`src/rtl/apj_pkg.sv`:
```
package apj_pkg;

    // Angle format on the ports
    localparam int ANGLE_W   = 32;
    localparam int FRAC_BITS = 28;

    // Internal fixed-point values, wide enough for every monomial and term
    localparam int VAL_W  = 52;
    localparam int HALF_W = VAL_W / 2;
    localparam int ACC_W  = VAL_W + 5;

    // Polynomial shape
    localparam int HIP_DEG      = 6;
    localparam int ANKLE_DEG    = 4;
    localparam int TERM_N       = 28;
    localparam int ANKLE_TERM_N = 15;

    // Pipeline timing
    localparam int MUL_LAT = 4;
    localparam int LVL_N   = 5;
    localparam int SUM_LAT = 4;
    localparam int LAT     = 1 + LVL_N * MUL_LAT + MUL_LAT + SUM_LAT;

    typedef logic signed [VAL_W-1:0]   val_t;
    typedef logic signed [ACC_W-1:0]   acc_t;
    typedef logic signed [ANGLE_W-1:0] angle_t;

    localparam val_t ONE_VAL = val_t'(64'd1 << FRAC_BITS);
    localparam acc_t ANGLE_MAX_ACC = acc_t'((64'sd1 <<< (ANGLE_W - 1)) - 64'sd1);
    localparam acc_t ANGLE_MIN_ACC = -ANGLE_MAX_ACC - acc_t'(1);

    localparam longint unsigned FIVE_POW8      = 64'd390625;
    localparam longint unsigned FIVE_POW8_HALF = 64'd195312;

    // Coefficients as integers over 10^8, in term order
    localparam int ROLL_N [TERM_N] = '{
        1343500, -4660200, -3370300, 3656500, 14746000, 2223800, 2770200,
        -22557000, -4930700, -5455400, -8261800, 23134000, 2098700, -8842400,
        -221610, 6931300, -15597000, 2284200, 8870100, 41012, 57241000,
        -1818900, 3645500, -1598800, 5429800, 142280, -57243000, 3703
    };

    localparam int PITCH_N [TERM_N] = '{
        14104000, -76434000, -2453000, 181410000, -5608600, -4464100,
        -244870000, 27126000, 26961000, 2156100, 181630000, -23275000,
        -42397000, -3361300, -3488100, -76579000, 19587000, 26225000,
        -6439600, -1690300, 51084000, 14082000, -7475900, -3985300, 3155700,
        -3574100, 51062000, -15647000
    };

    localparam int ANKLE_N [ANKLE_TERM_N] = '{
        -729070, 2916300, 906220, -4374500, -2718700, -1160800, 2916300,
        2718700, 2321700, -53853000, -729080, -906210, -1160900, 53853000,
        -130790
    };

    // Slot of monomial x^i*y^j: descending x power, then descending y power
    function automatic int mono_idx(int deg, int i, int j);
        int pos;
        pos = 0;
        for (int k = deg; k > i; k--)
            pos += deg - k + 1;
        return pos + deg - i - j;
    endfunction

    // Multiplier level that produces x^i*y^j (zero: available at entry)
    function automatic int mono_level(int i, int j);
        if (i + j <= 1)
            return 0;
        else if (j == 0)
            return i - 1;
        else if (i == 0)
            return j - 1;
        else
            return (i > j) ? i : j;
    endfunction

    // First operand slot of that product
    function automatic int mono_opa(int deg, int i, int j);
        if (i + j <= 1)
            return 0;
        else if (j == 0)
            return mono_idx(deg, i - 1, 0);
        else if (i == 0)
            return mono_idx(deg, 0, j - 1);
        else
            return mono_idx(deg, i, 0);
    endfunction

    // Second operand slot of that product
    function automatic int mono_opb(int deg, int i, int j);
        if (i + j <= 1)
            return 0;
        else if (j == 0)
            return mono_idx(deg, 1, 0);
        else if (i == 0)
            return mono_idx(deg, 0, 1);
        else
            return mono_idx(deg, 0, j);
    endfunction

    // round(|n| * 2^F / 10^8) with the sign of n
    function automatic val_t coef_fixed(int n);
        longint unsigned m;
        longint unsigned c;
        m = (n < 0) ? longint'(-n) : longint'(n);
        c = ((m << (FRAC_BITS - 8)) + FIVE_POW8_HALF) / FIVE_POW8;
        return (n < 0) ? -val_t'(c) : val_t'(c);
    endfunction

endpackage

```
`src/rtl/apj_sum.sv`:
```
// Registered adder tree over the terms (28 -> 7 -> 2 -> 1), then clip to
// the angle range with a saturation flag.
module apj_sum import apj_pkg::*;
(
    input  logic   clk,
    input  logic   en,
    input  val_t   term [TERM_N],
    output angle_t angle,
    output logic   sat
);

    localparam int S1_N = TERM_N / 4;

    acc_t   s1_reg [S1_N];
    acc_t   s2a_reg;
    acc_t   s2b_reg;
    acc_t   s3_reg;
    angle_t angle_reg;
    logic   sat_reg;

    always_ff @(posedge clk)
    begin
        if (en)
        begin
            // groups of four
            for (int k = 0; k < S1_N; k++)
                s1_reg[k] <= acc_t'(term[4*k])   + acc_t'(term[4*k+1])
                           + acc_t'(term[4*k+2]) + acc_t'(term[4*k+3]);

            s2a_reg <= s1_reg[0] + s1_reg[1] + s1_reg[2] + s1_reg[3];
            s2b_reg <= s1_reg[4] + s1_reg[5] + s1_reg[6];

            s3_reg  <= s2a_reg + s2b_reg;

            // clip to the port range
            if (s3_reg > ANGLE_MAX_ACC)
            begin
                angle_reg <= angle_t'(ANGLE_MAX_ACC);
                sat_reg   <= 1'b1;
            end
            else if (s3_reg < ANGLE_MIN_ACC)
            begin
                angle_reg <= angle_t'(ANGLE_MIN_ACC);
                sat_reg   <= 1'b1;
            end
            else
            begin
                angle_reg <= s3_reg[ANGLE_W-1:0];
                sat_reg   <= 1'b0;
            end
        end
    end

    assign angle = angle_reg;
    assign sat   = sat_reg;

endmodule

```
`config.mk`:
```
export PLATFORM = sky130hd
export DESIGN_NAME = apj_sum
export DESIGN_NICKNAME = d
export VERILOG_FILES = /design/src/rtl/apj_pkg.sv /design/src/rtl/apj_sum.sv
export SDC_FILE = /design/constraint.sdc
export NUM_CORES = 2
export LEC_CHECK = 0
export BUFFER_PORTS_ARGS = -buffer_cell sky130_fd_sc_hd__buf_2
export CORE_AREA = 3 3 575 577
export CTS_CLUSTER_DIAMETER = 120
export CTS_CLUSTER_SIZE = 40
export DETAILED_ROUTE_END_ITERATION = 16
export DIE_AREA = 0 0 578 580
export PLACE_DENSITY = 0.49
export SLEW_MARGIN = 20
export SYNTH_ARGS = -nofsm -noshare
export SYNTH_HDL_FRONTEND = slang
export SYNTH_SLANG_ARGS = --single-unit
```
`constraint.sdc`:
```
create_clock -name clk -period 5.01 [get_ports clk]
set_input_delay 0 -clock clk [delete_from_list [all_inputs] [get_ports clk]]
set_output_delay 0 -clock clk [all_outputs]
set_load 0.03 [all_outputs]
```
# After elaboration in Yosys (flattened, before gate mapping)
# Memory sizes are Yosys's and may differ from the RTL's.
# Cells that the tools add are included.
# totals
elab_cells	39
out_inout_bits	33
mem_bits_rw	399
in_bits	1458
mem_count	1
register_bits	204
# memory_table
memory	depth	word_bits	rd	rd_ports_with_merged_regs	wr	line	text
s1_reg	7	57	7	0	7	apj_sum.sv:14	acc_t s1_reg [S1_N];
# op_classes
add_sub_neg	27
n_lt_le_gt_ge	2
n_mux	4
# op_table
op	count
$add A54 B52 Y55	7
$add A53 B52 Y54	7
$add A52 B52 Y53	7
$add A57 B57 Y57	6
$gt A57 B32 Y1 const B	1
$lt A57 B32 Y1 const B	1
$mux W32	1
$mux W1	3

# Longest topological paths before layout
# depth
ltp_word	3
depth_mapped	17
ltp_nobuf	17

# Least setup slack after synthesis
# OpenSTA, ideal clock, no wires.
# synth_timing
path_kind	register -> register
startpoint	memory s1_reg[0][1] (netlist name)
endpoint	register s2a_reg[53] (data pin)
path_buffers	0
t_required_ns	4.752
setup_ns	0.258
synth_period_minus_slack_ns	4.340
stages_incl_launch_ff	17
arrival_time_ns	4.082
setup_slack_ns	0.670
cell_sequence	edfxtp_1 -> inv_1 -> fa_1 -> fa_1 -> inv_1 -> ha_1 -> fa_1 -> a21o_1 -> a21oi_1 -> o21ai_0 -> a31oi_1 -> nor4b_1 -> or3_1 -> a221oi_1 -> o31a_1 -> o21ai_1 -> xnor2_1
# synth_rtl
item	line	text
start: declaration	apj_sum.sv:14	
end signal: assignment	apj_sum.sv:30	s2a_reg <= s1_reg[0] + s1_reg[1] + s1_reg[2] + s1_reg[3];
end: declaration	apj_sum.sv:15	acc_t s2a_reg;

==> impl_metrics.ini <==
[outcome]
status = finished, final reports clean

[global_routing]
grtUsageMet3_pct = 4.14
grt_pass1_vias = 62493
grt_use_met1_pct = 22.5
antenna_found_initial = 108
busiest_layer = met2
grt_max_degree = 140
grt-ovfl-total = 0
grt_pass1_wl_mm = 417
grt_util_met2_pct = 28.1
grt_usage_pct = 16.9

[floorplan]
ios = 1491
num_rows = 210
design.core.area_mm2 = 0.327
die_w_um = 578
die_area_mm2 = 0.335
die_h_um = 580
initial_core_util_pct = 23.1

[cells_and_area]
layout_commonest_cell = inv_1
most-common-layout-cells = 2552 x inv_1, 1489 x buf_2, 902 x fa_1, 589 x edfxtp_1, 579 x a21oi_1
syn2layout_area_growth_pct = 20.4
largest_register_ffs = 385
fin_nets = 12821
drive_above_1_share_pct = 17.6

[pwr]
ir_drop_v = 0.000838
swShare_pct = 51.8
power_mw = 75.1
p_seq_share_pct = 16.9
power_frac_clock_pct = 5.5
power_density_mw_per_mm2 = 828
switchingPower_mw = 38.9
p_int_mw = 36.2
power.static_leakage_nw = 46.9
p_comb_share_pct = 77.6

[placement]
io_buffers = 1490
dp_hpwl_mm = 259
globalplace.congestion = 0.913

[timing]
fmax_mhz = 206
relSlewSlack_pct = 29.0
fin_crit_sh_pct = 96.9
clock_skew_ns = 0.0798
period_needed_ns = 4.86
grt_setup_unrepaired = no
maxSlewViolCount = 0
setup_viol_count_final = 0
hold_ws_ns = 0.0851
hold_viol = 0
tightest_slew_ns = 1.06

[drt]
ant_nets = 0
firstDrtPassIters = 6
viasPerCell = 4.35
wire_per_inst_um = 20.3
drc = 0
wirelength_mm = 290
via_count = 62235
drt_iter0_drc = 4399

[clock_network]
clk_pin_slew_ns = 0.12
cts_tree = built
cts_made_buffers = 37
cts_buffer_depth = 3
clock_sinks = 589
clock_latency_ns = 0.69
h-tree-depth = 2
root_buffer = clkbuf_16

[synth]
synth_top_area_share_pct = 24.0
yosysWarnings = 0
syn-cell-area_mm2 = 0.0753
syn_avg_cell_area_um2 = 8.97
yosysUniqueCellTypes = 86
ys_ff_latch = 589
synth_nets = 11306
synth_edf_count = 589
ys_seq_area_share_pct = 23.5
ys_async_sr_fraction_pct = 0
yosys_most_used_dff = edfxtp_1
synthTopCellsByArea = fa_1 24%, edfxtp_1 23%, inv_1 13%
synth_area_leader_cell = fa_1
netlist_instances = 8400

[worst_setup_path]
cp_slowest_stage_delay_ns = 0.59
path_cells = dlygate4sd3_1 > buf_2 > fa_1 > dlygate4sd3_1 > ha_1 > ha_1 > a21o_1 > a21oi_1 > a211oi_1 > a211o_1 > a221o_1 > a21oi_2 > a211oi_1 > buf_4 > a2111oi_0 > o21ai_0 > xor2_1
critPathKind = in2reg
startpoint_type = input pin
cp.required_ns = 5.44
slowest_stage = dlygate4sd3_1
cp.arrival_ns = 5.29
cp-end-kind = flop
cp_max_fo = 4

[flow_run]
cap_violations = 0

[min_path]
hold_path_class = in2reg
==> metrics by stage <==
stage,cell area (µm²),util (%),TNS [ns],setup slack (ns),cells
finish,90700,27.8,0,0.155,14315
global route,90700,27.8,0,0.00667,14298
CTS,90600,27.7,0,0.0780,14290
detailed placement,88600,27.1,-0.612,-0.267,14180
global placement,88600,27.1,-0.918,-0.336,14180
floorplan,75300,-,0,0.670,8400
==> layout make-up <==
type,count,area (µm²)
clock inverter,29,608
clock buffer,39,976
multi-input combinational,5069,47400
inverter,2552,9580
sequential,589,17700
tap,4346,5440
fill,35690,236000
antenna,25,62.6
timing repair buffer,1666,8960
==> synthesized netlist by cell type (all sizes together) (177+ instances only) <==
cell type,number
inv,2552
fa,903
edfxtp,589
a21oi,584
ha,545
nand2,404
a21o,367
o21ai,323
xnor2,320
nor2,286
clkbuf,177
xor2,177
==> repair_timing <==
item,4_1_cts,5_1_grt
endpoints found under the hold margin,73,0
setup endpoints to repair,3,21
gates resized for setup,2,13
gates cloned,0,0
buffers inserted,0,0
pin swaps,0,3
hold buffers,42,0
==> worst max-delay path, delay by kind of cell <==
family                   cells  cell delay (ns)
AO/OA/AOI/OAI                9             2.82
XOR/XNOR                     1             0.17
adder cells (fa/ha/maj)      3             0.84
buffers and inverters        4             1.44
==> routing by layer <==
| metal | part of all wire (%) | vias to the layer above |
|---|---|---|
| li1 | - | 29892 |
| met1 | 44 | 30194 |
| met2 | 47 | 1837 |
| met3 | 8.1 | 230 |
| met4 | 1.2 | 82 |
| met5 | 0.17 | - |
==> power groups by stage <==
stage          sequential (mW)  combinational [mW]  clock [mW]
3_5_place_dp              13.2                57.6           0
3_3_place_gp              13.2                57.7           0
6_report                  12.7                58.3        4.13
4_1_cts                   13.1                58.0        4.34
2_1_floorplan             12.1                40.2           0
5_1_grt                   13.1                65.3        4.48
==> path summary, 6_finish.rpt <==
| check | from | end | slack (ns) | cells after the start |
|---|---|---|---|---|
| max | term[1352] | s1_reg[0][50]$_DFFE_PP_ | 0.15 | 17 |
| min | term[162] | s1_reg[6][6]$_DFFE_PP_ | 0.09 | 4 |
| max reg2reg | s1_reg[0][1]$_DFFE_PP_ | s2a_reg[53]$_DFFE_PP_ | 0.30 | 19 |
| min reg2reg | s3_reg[0]$_DFFE_PP_ | angle[0]$_SDFFCE_PN1P_ | 0.46 | 2 |
==> cell families (layout without fill, tap and decap cells) <==
kind of cell | after synthesis | in the layout | synth area share [%]
other | 0 | 25 | 0
buffers and inverters | 2742 | 4286 | 13.7
AOI/OAI and AO/OA | 1842 | 1842 | 15.8
and+or+nand+nor | 1278 | 1278 | 8.18
adders and majority gates | 1448 | 1448 | 33.1
DFF | 589 | 589 | 23.5
xor gates and xnor gates | 497 | 497 | 5.78
muxes | 4 | 4 | 0.0532
Note: power is estimated with default switching activity, not from simulation.
